File: src/rtl/wrms_pkg.sv
`timescale 1ns / 1ps
`default_nettype none
// ---------------------------------------------------------------------------
// wrms_pkg
// Shared constants and types for the windowed RMS meter.
// ---------------------------------------------------------------------------
package wrms_pkg;

  // Parameter defaults
  localparam int SAMPLE_BITS_DEF = 12;
  localparam int COUNT_BITS_DEF  = 16;

  // Fixed field widths
  localparam int CFG_BITS      = 16;
  localparam int RMS_BITS      = 16;
  localparam int OUT_TDATA_BITS = 3 * RMS_BITS;
  localparam int SUM_BITS      = 40;

  // Millivolt scaling: mv = floor(raw * 3300 / (2^SAMPLE_BITS - 1))
  localparam int MV_FULL_SCALE  = 3300;
  localparam int MV_SCALE_BITS  = 12;  // bits of the 3300 multiplier
  localparam int MV_BITS        = 12;  // mv never exceeds 3300

  localparam int WINDOW_RESET = 2400;

  // Q.4 result: the mean is taken of sum * 2^8 before the square root
  localparam int Q4_SHIFT       = 8;
  localparam int DIVIDEND_BITS  = SUM_BITS + Q4_SHIFT;
  localparam int ROOT_BITS      = DIVIDEND_BITS / 2;
  localparam int SQREM_BITS     = ROOT_BITS + 3;
  localparam int DIV_STEPS      = DIVIDEND_BITS;
  localparam int SQRT_STEPS     = ROOT_BITS;
  localparam int STEP_BITS      = 6;

  // Snapshot queue between accumulator and root unit
  localparam int QUEUE_DEPTH    = 2;
  localparam int QUEUE_PTR_BITS = 1;
  localparam int QUEUE_CNT_BITS = 2;

  // Root unit sequencer
  typedef enum logic [1:0] {
    BK_IDLE,
    BK_DIV,
    BK_SQRT,
    BK_DONE
  } bk_state_t;

  // Commands from the sequencer to each divide/root lane
  typedef struct packed {
    logic load;
    logic div_step;
    logic sqrt_step;
  } lane_ctl_t;

endpackage
`default_nettype wire

File: src/rtl/wrms_front.sv
`timescale 1ns / 1ps
`default_nettype none
// ---------------------------------------------------------------------------
// wrms_front
// Sample pipeline: millivolt scaling, squaring and window accumulation.
// Pushes one snapshot (sums and count) into the queue per finished window.
// ---------------------------------------------------------------------------
module wrms_front #(
  parameter int SAMPLE_BITS = wrms_pkg::SAMPLE_BITS_DEF,
  parameter int COUNT_BITS  = wrms_pkg::COUNT_BITS_DEF
) (
  input  wire logic                                        clk,
  input  wire logic                                        rst_n,
  input  wire logic                                        cfg_wr_en,
  input  wire logic [wrms_pkg::CFG_BITS-1:0]               cfg_wr_data,
  input  wire logic                                        in_valid,
  output      logic                                        in_ready,
  input  wire logic [SAMPLE_BITS-1:0]                      in_sample,
  input  wire logic                                        q_full,
  output      logic                                        q_push,
  output      logic [2*wrms_pkg::SUM_BITS+COUNT_BITS-1:0]  q_data
);

  localparam int PROD_BITS = SAMPLE_BITS + wrms_pkg::MV_SCALE_BITS;
  localparam int RSQ_BITS  = 2 * SAMPLE_BITS;
  localparam int MSQ_BITS  = 2 * wrms_pkg::MV_BITS;
  localparam int QUO_BITS  = wrms_pkg::MV_SCALE_BITS + 1;
  localparam int FOLD_BITS = ((SAMPLE_BITS > wrms_pkg::MV_SCALE_BITS) ?
                              SAMPLE_BITS : wrms_pkg::MV_SCALE_BITS) + 1;
  localparam int CMP_BITS  = (COUNT_BITS > wrms_pkg::CFG_BITS) ?
                             COUNT_BITS : wrms_pkg::CFG_BITS;
  localparam int SUM_BITS  = wrms_pkg::SUM_BITS;
  localparam logic [SAMPLE_BITS-1:0] FULL_CODE = '1;

  // pipeline registers
  logic                         s1_v_r, s2_v_r, s3_v_r, s4_v_r;
  logic [SAMPLE_BITS-1:0]       s1_raw_r;
  logic [PROD_BITS-1:0]         s2_prod_r;
  logic [RSQ_BITS-1:0]          s2_rsq_r, s3_rsq_r, s4_rsq_r;
  logic [wrms_pkg::MV_BITS-1:0] s3_mv_r;
  logic [MSQ_BITS-1:0]          s4_msq_r;

  // accumulator state
  logic [wrms_pkg::CFG_BITS-1:0] win_len_r;
  logic [COUNT_BITS-1:0]         count_r;
  logic [SUM_BITS-1:0]           rsum_r, msum_r;

  logic                          adv;
  logic                          take;
  logic                          win_end;
  logic [COUNT_BITS-1:0]         count_inc, n_rep;
  logic [SUM_BITS-1:0]           rsum_add, msum_add;

  // divide by 2^k - 1 by folding the high part back onto the low part
  logic [QUO_BITS-1:0]           q0, q1, q2;
  logic [FOLD_BITS-1:0]          r0, r1, r2;
  logic [wrms_pkg::MV_BITS-1:0]  mv_c;

  always_comb begin
    q0   = QUO_BITS'(s2_prod_r >> SAMPLE_BITS);
    r0   = FOLD_BITS'(s2_prod_r[SAMPLE_BITS-1:0]) + FOLD_BITS'(q0);
    q1   = q0 + QUO_BITS'(r0 >> SAMPLE_BITS);
    r1   = FOLD_BITS'(r0[SAMPLE_BITS-1:0]) + (r0 >> SAMPLE_BITS);
    q2   = q1 + QUO_BITS'(r1 >> SAMPLE_BITS);
    r2   = FOLD_BITS'(r1[SAMPLE_BITS-1:0]) + (r1 >> SAMPLE_BITS);
    mv_c = wrms_pkg::MV_BITS'(q2 + QUO_BITS'(r2 >= FOLD_BITS'(FULL_CODE)));
  end

  // whole pipeline holds while the last stage waits on a full queue
  assign adv      = !(s4_v_r && q_full);
  assign in_ready = adv;
  assign take     = s4_v_r && adv;

  // window bookkeeping
  always_comb begin
    count_inc = count_r + COUNT_BITS'(1);
    win_end   = CMP_BITS'(count_inc) >= CMP_BITS'(win_len_r);
    n_rep     = (count_inc == '0) ? COUNT_BITS'(1) : count_inc;
    rsum_add  = rsum_r + SUM_BITS'(s4_rsq_r);
    msum_add  = msum_r + SUM_BITS'(s4_msq_r);
  end

  assign q_push = take && win_end;
  assign q_data = {n_rep, msum_add, rsum_add};

  // valid bits
  always_ff @(posedge clk) begin
    if (!rst_n) begin
      s1_v_r <= 1'b0;
      s2_v_r <= 1'b0;
      s3_v_r <= 1'b0;
      s4_v_r <= 1'b0;
    end else if (adv) begin
      s1_v_r <= in_valid;
      s2_v_r <= s1_v_r;
      s3_v_r <= s2_v_r;
      s4_v_r <= s3_v_r;
    end
  end

  // data path: multiplies in stages 2 and 4, registered
  always_ff @(posedge clk) begin
    if (adv) begin
      s1_raw_r  <= in_sample;
      s2_prod_r <= PROD_BITS'(s1_raw_r) * PROD_BITS'(wrms_pkg::MV_FULL_SCALE);
      s2_rsq_r  <= RSQ_BITS'(s1_raw_r) * RSQ_BITS'(s1_raw_r);
      s3_mv_r   <= mv_c;
      s3_rsq_r  <= s2_rsq_r;
      s4_msq_r  <= MSQ_BITS'(s3_mv_r) * MSQ_BITS'(s3_mv_r);
      s4_rsq_r  <= s3_rsq_r;
    end
  end

  // window length register
  always_ff @(posedge clk) begin
    if (!rst_n) begin
      win_len_r <= wrms_pkg::CFG_BITS'(wrms_pkg::WINDOW_RESET);
    end else if (cfg_wr_en) begin
      win_len_r <= cfg_wr_data;
    end
  end

  // accumulators, cleared when a window is handed on
  always_ff @(posedge clk) begin
    if (!rst_n) begin
      count_r <= '0;
      rsum_r  <= '0;
      msum_r  <= '0;
    end else if (take) begin
      if (win_end) begin
        count_r <= '0;
        rsum_r  <= '0;
        msum_r  <= '0;
      end else begin
        count_r <= count_inc;
        rsum_r  <= rsum_add;
        msum_r  <= msum_add;
      end
    end
  end

endmodule
`default_nettype wire

File: src/rtl/wrms_fifo.sv
`timescale 1ns / 1ps
`default_nettype none
// ---------------------------------------------------------------------------
// wrms_fifo
// Short snapshot queue between the accumulator and the root unit.
// ---------------------------------------------------------------------------
module wrms_fifo #(
  parameter int WIDTH = 2 * wrms_pkg::SUM_BITS + wrms_pkg::COUNT_BITS_DEF
) (
  input  wire logic             clk,
  input  wire logic             rst_n,
  input  wire logic             push,
  input  wire logic [WIDTH-1:0] push_data,
  input  wire logic             pop,
  output      logic [WIDTH-1:0] pop_data,
  output      logic             full,
  output      logic             empty
);

  localparam int PB = wrms_pkg::QUEUE_PTR_BITS;
  localparam int CB = wrms_pkg::QUEUE_CNT_BITS;

  logic [WIDTH-1:0] slot_r [wrms_pkg::QUEUE_DEPTH];
  logic [PB-1:0]    wr_ptr_r, rd_ptr_r;
  logic [CB-1:0]    fill_r;

  function automatic logic [PB-1:0] ptr_inc(input logic [PB-1:0] p);
    ptr_inc = (p == PB'(wrms_pkg::QUEUE_DEPTH - 1)) ? '0 : p + PB'(1);
  endfunction

  assign full     = (fill_r == CB'(wrms_pkg::QUEUE_DEPTH));
  assign empty    = (fill_r == '0);
  assign pop_data = slot_r[rd_ptr_r];

  // storage
  always_ff @(posedge clk) begin
    if (push) begin
      slot_r[wr_ptr_r] <= push_data;
    end
  end

  // pointers and fill level
  always_ff @(posedge clk) begin
    if (!rst_n) begin
      wr_ptr_r <= '0;
      rd_ptr_r <= '0;
      fill_r   <= '0;
    end else begin
      if (push) wr_ptr_r <= ptr_inc(wr_ptr_r);
      if (pop)  rd_ptr_r <= ptr_inc(rd_ptr_r);
      if (push && !pop)      fill_r <= fill_r + CB'(1);
      else if (pop && !push) fill_r <= fill_r - CB'(1);
    end
  end

endmodule
`default_nettype wire

File: src/rtl/wrms_lane.sv
`timescale 1ns / 1ps
`default_nettype none
// ---------------------------------------------------------------------------
// wrms_lane
// One RMS lane: restoring divide of sum*256 by n, one bit a cycle, then a
// digit-by-digit square root, one result bit a cycle, in the same register.
// ---------------------------------------------------------------------------
module wrms_lane #(
  parameter int COUNT_BITS = wrms_pkg::COUNT_BITS_DEF
) (
  input  wire logic                            clk,
  input  wire wrms_pkg::lane_ctl_t             ctl,
  input  wire logic [wrms_pkg::SUM_BITS-1:0]   sum_in,
  input  wire logic [COUNT_BITS-1:0]           n_in,
  output      logic [wrms_pkg::RMS_BITS-1:0]   rms
);

  localparam int DW = wrms_pkg::DIVIDEND_BITS;
  localparam int RW = wrms_pkg::ROOT_BITS;
  localparam int SW = wrms_pkg::SQREM_BITS;

  logic [DW-1:0]         acc_r, acc_nxt;
  logic [COUNT_BITS-1:0] drem_r, drem_nxt;
  logic [SW-1:0]         srem_r, srem_nxt;
  logic [RW-1:0]         root_r, root_nxt;
  logic [COUNT_BITS:0]   dshift;
  logic [SW-1:0]         sshift, trial;

  always_comb begin
    dshift   = {drem_r, acc_r[DW-1]};
    sshift   = {srem_r[SW-3:0], acc_r[DW-1 -: 2]};
    trial    = {1'b0, root_r, 2'b01};
    acc_nxt  = acc_r;
    drem_nxt = drem_r;
    srem_nxt = srem_r;
    root_nxt = root_r;
    if (ctl.load) begin
      acc_nxt  = {sum_in, {wrms_pkg::Q4_SHIFT{1'b0}}};
      drem_nxt = '0;
      srem_nxt = '0;
      root_nxt = '0;
    end else if (ctl.div_step) begin
      // quotient bits shift in from the bottom as dividend bits leave the top
      if (dshift >= {1'b0, n_in}) begin
        drem_nxt = COUNT_BITS'(dshift - {1'b0, n_in});
        acc_nxt  = {acc_r[DW-2:0], 1'b1};
      end else begin
        drem_nxt = dshift[COUNT_BITS-1:0];
        acc_nxt  = {acc_r[DW-2:0], 1'b0};
      end
    end else if (ctl.sqrt_step) begin
      // two radicand bits per step, one root bit
      acc_nxt = {acc_r[DW-3:0], 2'b00};
      if (sshift >= trial) begin
        srem_nxt = sshift - trial;
        root_nxt = {root_r[RW-2:0], 1'b1};
      end else begin
        srem_nxt = sshift;
        root_nxt = {root_r[RW-2:0], 1'b0};
      end
    end
  end

  always_ff @(posedge clk) begin
    acc_r  <= acc_nxt;
    drem_r <= drem_nxt;
    srem_r <= srem_nxt;
    root_r <= root_nxt;
  end

  assign rms = root_r[wrms_pkg::RMS_BITS-1:0];

endmodule
`default_nettype wire

File: src/rtl/wrms_back.sv
`timescale 1ns / 1ps
`default_nettype none
// ---------------------------------------------------------------------------
// wrms_back
// Root unit: pops a window snapshot, runs both lanes through divide and
// square root, and holds the finished result in the output register.
// ---------------------------------------------------------------------------
module wrms_back #(
  parameter int COUNT_BITS = wrms_pkg::COUNT_BITS_DEF
) (
  input  wire logic                                        clk,
  input  wire logic                                        rst_n,
  input  wire logic                                        q_empty,
  output      logic                                        q_pop,
  input  wire logic [2*wrms_pkg::SUM_BITS+COUNT_BITS-1:0]  q_data,
  output      logic                                        out_valid,
  input  wire logic                                        out_ready,
  output      logic [wrms_pkg::RMS_BITS-1:0]               out_rms_raw,
  output      logic [wrms_pkg::RMS_BITS-1:0]               out_rms_mv,
  output      logic [wrms_pkg::RMS_BITS-1:0]               out_count
);

  localparam int SB = wrms_pkg::SUM_BITS;
  localparam int TB = wrms_pkg::STEP_BITS;

  wrms_pkg::bk_state_t   state_r, state_nxt;
  wrms_pkg::lane_ctl_t   ctl;
  logic [TB-1:0]         step_r, step_nxt;
  logic [COUNT_BITS-1:0] n_r;
  logic                  load_out;
  logic                  out_valid_r;
  logic [wrms_pkg::RMS_BITS-1:0] rms_raw_c, rms_mv_c;
  logic [wrms_pkg::RMS_BITS-1:0] rms_raw_r, rms_mv_r, count_r;

  // sequencer
  always_comb begin
    state_nxt = state_r;
    step_nxt  = step_r;
    ctl       = '0;
    q_pop     = 1'b0;
    load_out  = 1'b0;
    unique case (state_r)
      wrms_pkg::BK_IDLE: begin
        if (!q_empty) begin
          q_pop     = 1'b1;
          ctl.load  = 1'b1;
          step_nxt  = '0;
          state_nxt = wrms_pkg::BK_DIV;
        end
      end
      wrms_pkg::BK_DIV: begin
        ctl.div_step = 1'b1;
        if (step_r == TB'(wrms_pkg::DIV_STEPS - 1)) begin
          step_nxt  = '0;
          state_nxt = wrms_pkg::BK_SQRT;
        end else begin
          step_nxt = step_r + TB'(1);
        end
      end
      wrms_pkg::BK_SQRT: begin
        ctl.sqrt_step = 1'b1;
        if (step_r == TB'(wrms_pkg::SQRT_STEPS - 1)) begin
          step_nxt  = '0;
          state_nxt = wrms_pkg::BK_DONE;
        end else begin
          step_nxt = step_r + TB'(1);
        end
      end
      wrms_pkg::BK_DONE: begin
        if (!out_valid_r || out_ready) begin
          load_out  = 1'b1;
          state_nxt = wrms_pkg::BK_IDLE;
        end
      end
      default: state_nxt = wrms_pkg::BK_IDLE;
    endcase
  end

  always_ff @(posedge clk) begin
    if (!rst_n) begin
      state_r <= wrms_pkg::BK_IDLE;
      step_r  <= '0;
    end else begin
      state_r <= state_nxt;
      step_r  <= step_nxt;
    end
  end

  // window length of the snapshot in flight
  always_ff @(posedge clk) begin
    if (q_pop) begin
      n_r <= q_data[2*SB +: COUNT_BITS];
    end
  end

  // raw and millivolt lanes run side by side
  wrms_lane #(.COUNT_BITS(COUNT_BITS)) u_lane_raw (
    .clk    (clk),
    .ctl    (ctl),
    .sum_in (q_data[0 +: SB]),
    .n_in   (n_r),
    .rms    (rms_raw_c)
  );

  wrms_lane #(.COUNT_BITS(COUNT_BITS)) u_lane_mv (
    .clk    (clk),
    .ctl    (ctl),
    .sum_in (q_data[SB +: SB]),
    .n_in   (n_r),
    .rms    (rms_mv_c)
  );

  // output register
  always_ff @(posedge clk) begin
    if (!rst_n) begin
      out_valid_r <= 1'b0;
    end else if (load_out) begin
      out_valid_r <= 1'b1;
    end else if (out_ready) begin
      out_valid_r <= 1'b0;
    end
  end

  always_ff @(posedge clk) begin
    if (load_out) begin
      rms_raw_r <= rms_raw_c;
      rms_mv_r  <= rms_mv_c;
      count_r   <= wrms_pkg::RMS_BITS'(n_r);
    end
  end

  assign out_valid   = out_valid_r;
  assign out_rms_raw = rms_raw_r;
  assign out_rms_mv  = rms_mv_r;
  assign out_count   = count_r;

endmodule
`default_nettype wire

File: src/rtl/windowed_rms_meter_unit.sv
`timescale 1ns / 1ps
`default_nettype none
// ---------------------------------------------------------------------------
// windowed_rms_meter_unit
// Windowed RMS meter for a stream of converter samples.
// ---------------------------------------------------------------------------
// Each request on the in_ channel carries one unsigned sample. It is scaled
// to millivolts, both values are squared and summed, and when window_len
// samples have been taken one request leaves on the out_ channel with the
// RMS of the raw and of the millivolt values (unsigned Q12.4) and the count.
// window_len is written through cfg_wr_en/cfg_wr_data; the user must write it only while
// the meter is idle, which the block itself does not enforce; zero acts as one.
// Throughput: one sample per cycle. A four-stage front pipeline (capture,
// scale and square, fold divide by full scale, square) and the accumulator
// feed a two-entry snapshot queue. The root unit takes one window at a time:
// it pops a snapshot, runs the bit-serial divide by the count and then the
// square root, both lanes in parallel, and loads the output register. With
// windows shorter than the root unit's time per window the queue fills and
// in_tready drops until the root unit frees a slot.
// When the receiver stalls, the result waits in the output register, the
// root unit holds the next one, then the queue and the front pipeline stall.
// Reset (rst_n low, synchronous) clears the sums, count, queue and valids and
// sets window_len to 2400.
// ---------------------------------------------------------------------------
module windowed_rms_meter_unit #(
  parameter int SAMPLE_BITS = wrms_pkg::SAMPLE_BITS_DEF,
  parameter int COUNT_BITS  = wrms_pkg::COUNT_BITS_DEF,
  parameter int IN_TDATA_BITS = ((SAMPLE_BITS + 7) / 8) * 8
) (
  input  wire logic                                clk,
  input  wire logic                                rst_n,
  // configuration: window_len
  input  wire logic                                cfg_wr_en,
  input  wire logic [wrms_pkg::CFG_BITS-1:0]       cfg_wr_data,
  // samples
  input  wire logic                                in_tvalid,
  output      logic                                in_tready,
  input  wire logic [IN_TDATA_BITS-1:0]            in_tdata,   // sample_raw
  // results
  output      logic                                out_tvalid,
  input  wire logic                                out_tready,
  // rms_raw_q4[15:0], rms_mv_q4[31:16], sample_count[47:32]
  output      logic [wrms_pkg::OUT_TDATA_BITS-1:0] out_tdata
);

  localparam int ENTRY_BITS = 2 * wrms_pkg::SUM_BITS + COUNT_BITS;

  logic                          q_full, q_empty, q_push, q_pop;
  logic [ENTRY_BITS-1:0]         q_wdata, q_rdata;
  logic [wrms_pkg::RMS_BITS-1:0] rms_raw, rms_mv, cnt;

  wrms_front #(
    .SAMPLE_BITS (SAMPLE_BITS),
    .COUNT_BITS  (COUNT_BITS)
  ) u_front (
    .clk         (clk),
    .rst_n       (rst_n),
    .cfg_wr_en   (cfg_wr_en),
    .cfg_wr_data (cfg_wr_data),
    .in_valid    (in_tvalid),
    .in_ready    (in_tready),
    .in_sample   (in_tdata[SAMPLE_BITS-1:0]),
    .q_full      (q_full),
    .q_push      (q_push),
    .q_data      (q_wdata)
  );

  wrms_fifo #(.WIDTH(ENTRY_BITS)) u_fifo (
    .clk       (clk),
    .rst_n     (rst_n),
    .push      (q_push),
    .push_data (q_wdata),
    .pop       (q_pop),
    .pop_data  (q_rdata),
    .full      (q_full),
    .empty     (q_empty)
  );

  wrms_back #(.COUNT_BITS(COUNT_BITS)) u_back (
    .clk         (clk),
    .rst_n       (rst_n),
    .q_empty     (q_empty),
    .q_pop       (q_pop),
    .q_data      (q_rdata),
    .out_valid   (out_tvalid),
    .out_ready   (out_tready),
    .out_rms_raw (rms_raw),
    .out_rms_mv  (rms_mv),
    .out_count   (cnt)
  );

  assign out_tdata = {cnt, rms_mv, rms_raw};

endmodule
`default_nettype wire
File: config.mk
export PLATFORM = sky130hd
export DESIGN_NAME = windowed_rms_meter_unit
export DESIGN_NICKNAME = d
export VERILOG_FILES = /design/src/rtl/wrms_pkg.sv /design/src/rtl/wrms_front.sv /design/src/rtl/wrms_fifo.sv /design/src/rtl/wrms_lane.sv /design/src/rtl/wrms_back.sv /design/src/rtl/windowed_rms_meter_unit.sv
export SDC_FILE = /design/constraint.sdc
export NUM_CORES = 2
export LEC_CHECK = 0
export BUFFER_PORTS_ARGS = -buffer_cell sky130_fd_sc_hd__buf_4
export CAP_MARGIN = 20
export CORE_MARGIN = 2
export CORE_UTILIZATION = 69
export DETAILED_ROUTE_END_ITERATION = 10
export GPL_TIMING_DRIVEN = 1
export HOLD_SLACK_MARGIN = 0.12
export PLACE_DENSITY = 0.84
export SYNTH_ARGS = -nofsm -noshare
export SYNTH_HDL_FRONTEND = slang
export SYNTH_SLANG_ARGS = --single-unit
File: constraint.sdc
create_clock -name clk -period 14.6 [get_ports clk]
set_input_delay 0.73 -clock clk [delete_from_list [all_inputs] [get_ports clk]]
set_output_delay 0.73 -clock clk [all_outputs]
set_load 0.01 [all_outputs]
==> summary.txt <==
Run status
  • Status: complete, no violations

Route
  • Antenna Nets Post-Route: 0
  • Routed len/inst: 16.9 um
  • Residual DRC: 0
  • Initial drt markers: 2361
  • Via-to-Cell Ratio: 5.97
  • Final wirelength: 89500 um
  • Initial DRT Pass Iterations: 5
  • Vias: 31598

GRT
  • First-pass GRT wire length: 150000 um
  • Largest net degree at the start of global routing: 232
  • Vias in the first global route: 31643
  • All-Layer GR Usage: 25.9%
  • Initial antenna violation count: 1
  • Grt total ovfl: 0

Clocking
  • CTS clk-pin slew, worst paths: 60 ps
  • Clock root cell: clkbuf_16
  • CTS tree: done
  • H-tree Lvls: 3
  • Worst-Skew Late Latency: 620 ps
  • Clock sink count: 749
  • Max clock buf depth: 3
  • TritonCTS buffer count: 76
  • Number of post-CTS setup repair buffers: 0
  • Post-CTS Hold Buffers: 0
  • PostCTS Resize Cnt: 0

Logic synthesis
  • Count of cell types in the netlist: 92
  • Sequential fraction of the synthesis area: 42.8%
  • Post-synthesis instance total: 4351
  • Synth top area cells: edfxtp_1 31%, dfxtp_1 12%, ha_1 9.9%, fa_1 8.3%, mux2i_1 4.3%
  • Top cell type's share of synthesized area: 30.8%
  • Ys Warns: 0
  • Yosys top cell by area: edfxtp_1
  • FFs w/ async S/R, synth: 0%
  • Cell area after synthesis: 0.0461 mm2
  • Syn_nets: 4946
  • Ys flop type: edfxtp_1
  • #FFs+latches synth: 749
  • Syn avg cell area: 10.6 um2
  • Post-synth EDFFs: 473

Cells and area
  • Seq. cell area: 0.0197 mm2
  • Multi-input gate area: 0.0243 mm2
  • Antenna cells: 0
  • Post-layout util: 75.7%
  • Syn-to-layout area delta: 8.30%
  • Nets: 4957
  • Fraction of layout cells with a size suffix above 1: 6.85%
  • Fillers: 4305
  • Post-Layout Cell Count: 5289

Timing
  • Setup TNS: 0 ps
  • Pins Over Slew Limit: 0
  • Hold Vio Cnt, Final: 0
  • Unrepaired setup endpoints after global routing: false
  • Fmax: 154 MHz
  • Final period utilization: 44.5%
  • Slew @ Worst Pin: 1280 ps
  • Min Tclk post-route: 6500 ps
  • Final setup viols: 0
  • Layout Skew: 22.9 ps
  • Max-slew headroom: 14.9%

Setup path
  • Reg2reg start: u_front.s2_prod_r[14]
  • Cell with the most instances on the worst path: ha_1
  • Reg-to-reg setup timing slack: 8100 ps
  • CP max stage cell: edfxtp_1
  • Critical path class: reg -> reg
  • Crit-path max FO: 6
  • CP Data Required Time: 14950 ps
  • CP max stage delay: 520 ps
  • CP endpoint kind: flop
  • R2R depth: 32
  • Critical Path Start Type: flop
  • Arrival time at the worst endpoint: 6850 ps
  • Setup crit end: u_front.s3_mv_r[8]
  • R2R Path End: u_front.s3_mv_r[8]
  • Stages on worst setup path: 32
  • CP delay by family, top: adder cells
  • Crit. Startpoint: u_front.s2_prod_r[14]
  • Worst path bufs/invs: 2

Placement
  • Placed cell count: 5142
  • GPL Wtd Cong: 0.882
  • Buffers on Ports: 82
  • Detailed placement HPWL: 61400 um

Floorplan
  • Die width: 263 um
  • Die area: 0.0690 mm2
  • Row Count: 94
  • Core area: 0.0660 mm2
  • Io pins: 87
  • Chip Height: 263 um
  • Initial Util: 69.9%

Job
  • Max Cap Viol: 0

Worst hold path
  • Worst Hold Class: in -> reg
==> area by class of cell <==
cell class	count	share of cell area (%)
inverters	377	2.83
clock buffers	98	4.16
flip-flops and latches	749	39.5
multi-input cells	3047	48.7
well taps	864	2.16
repair buffers	111	1.88
clock inverters	43	0.796
==> how the worst min path moves through the flow <==
stage                          from                    to  slack [ps]  cells past startpoint
6_report               in_tdata[10]  u_front.s1_raw_r[10]         290                      1
4_1_cts                 in_tdata[9]   u_front.s1_raw_r[9]         260                      1
3_3_place_gp    u_front.s3_rsq_r[3]   u_front.s4_rsq_r[3]         400                      0
2_1_floorplan  u_front.s2_rsq_r[10]  u_front.s3_rsq_r[10]         400                      0
5_1_grt                 in_tdata[9]   u_front.s1_raw_r[9]         260                      1
3_5_place_dp    u_front.s2_rsq_r[4]   u_front.s3_rsq_r[4]         400                      0
==> metal layers <==
metal  GRT usage (%)  vias up  routed length (um)
met4            7.98        2                2300
met3            3.25      177                4010
met5               0        -                  12
met1            33.4    15262               38200
li1                -    15461                   -
met2            45.9      696               45000
==> synthesized netlist by cell type, types with 45 or more instances <==
library cell and number:
a31oi_1 45, o21ai_0 166, mux2i_1 199, a21o_1 60, ha_1 366, edfxtp_1 473, nor2_1 286, a211oi_1 119
xnor2_1 175, clkbuf_1 129, a21oi_1 302, xor2_1 76, nand3_1 99, nor3_1 49, nand2_1 207, and2_1 89
fa_1 192, dfxtp_1 276, nor2b_1 144, inv_1 374
==> placed cells by master, fill, tap and decap left out, types with 45 or more instances in the layout <==
cell type | netlist | routed
a31oi_1 | 45 | 45
xor2_1 | 76 | 76
o21ai_0 | 166 | 166
nand3_1 | 99 | 99
a21oi_1 | 302 | 302
ha_1 | 366 | 364
a211oi_1 | 119 | 119
nor2b_1 | 144 | 143
nand2_1 | 207 | 206
buf_4 | 4 | 103
nor2_1 | 286 | 286
clkbuf_16 | 0 | 79
mux2i_1 | 199 | 199
inv_1 | 374 | 373
edfxtp_1 | 473 | 473
xnor2_1 | 175 | 175
and2_1 | 89 | 89
dfxtp_1 | 276 | 275
nor3_1 | 49 | 48
a21o_1 | 60 | 60
fa_1 | 192 | 192
==> logic make-up after synthesis <==
group	count (synthesis)	synth area share, %
xor+xnor	251	4.76
buf+inv	555	4.67
simple gates	1048	11.3
fa+ha+maj	558	18.3
mux	217	4.76
compound gates	973	13.5
flops	749	42.8
==> metrics by stage <==
stage / area (um2) / hold WS, ps / setup slack (ps)
2_1_floorplan: 46100 / 400 / 4760
3_3_place_gp: 47400 / 401 / 8390
3_5_place_dp: 47400 / 405 / 8190
4_1_cts: 49800 / 263 / 8140
5_1_grt: 50000 / 263 / 7580
6_report: 50000 / 295 / 8100
==> worst register-to-register path, delay by kind of cell, from the launching register on <==
kind / cells / cell delay [ps]
and+or+nand+nor: 12 / 1560
AOI/OAI and AO/OA: 8 / 1460
adders and majority gates: 9 / 2520
xor gates and xnor gates: 1 / 70
buffers and inverters: 2 / 120
DFF: 1 / 520
==> flip-flops by register name, summed over array words and instances (netlist names), 24 cells and up, named ones only <==
register and flops:
u_fifo.slot_r 192, u_back.u_lane_mv.acc_r 48, u_back.u_lane_raw.acc_r 48, u_front.msum_r 40
u_front.rsum_r 40, u_back.u_lane_mv.srem_r 25, u_back.u_lane_raw.srem_r 25, u_back.u_lane_mv.root_r 24
u_back.u_lane_raw.root_r 24
Power is left out: the tool's default activity adds up to more than one toggle a clock period on the data nets, which glitch-free logic cannot reach.
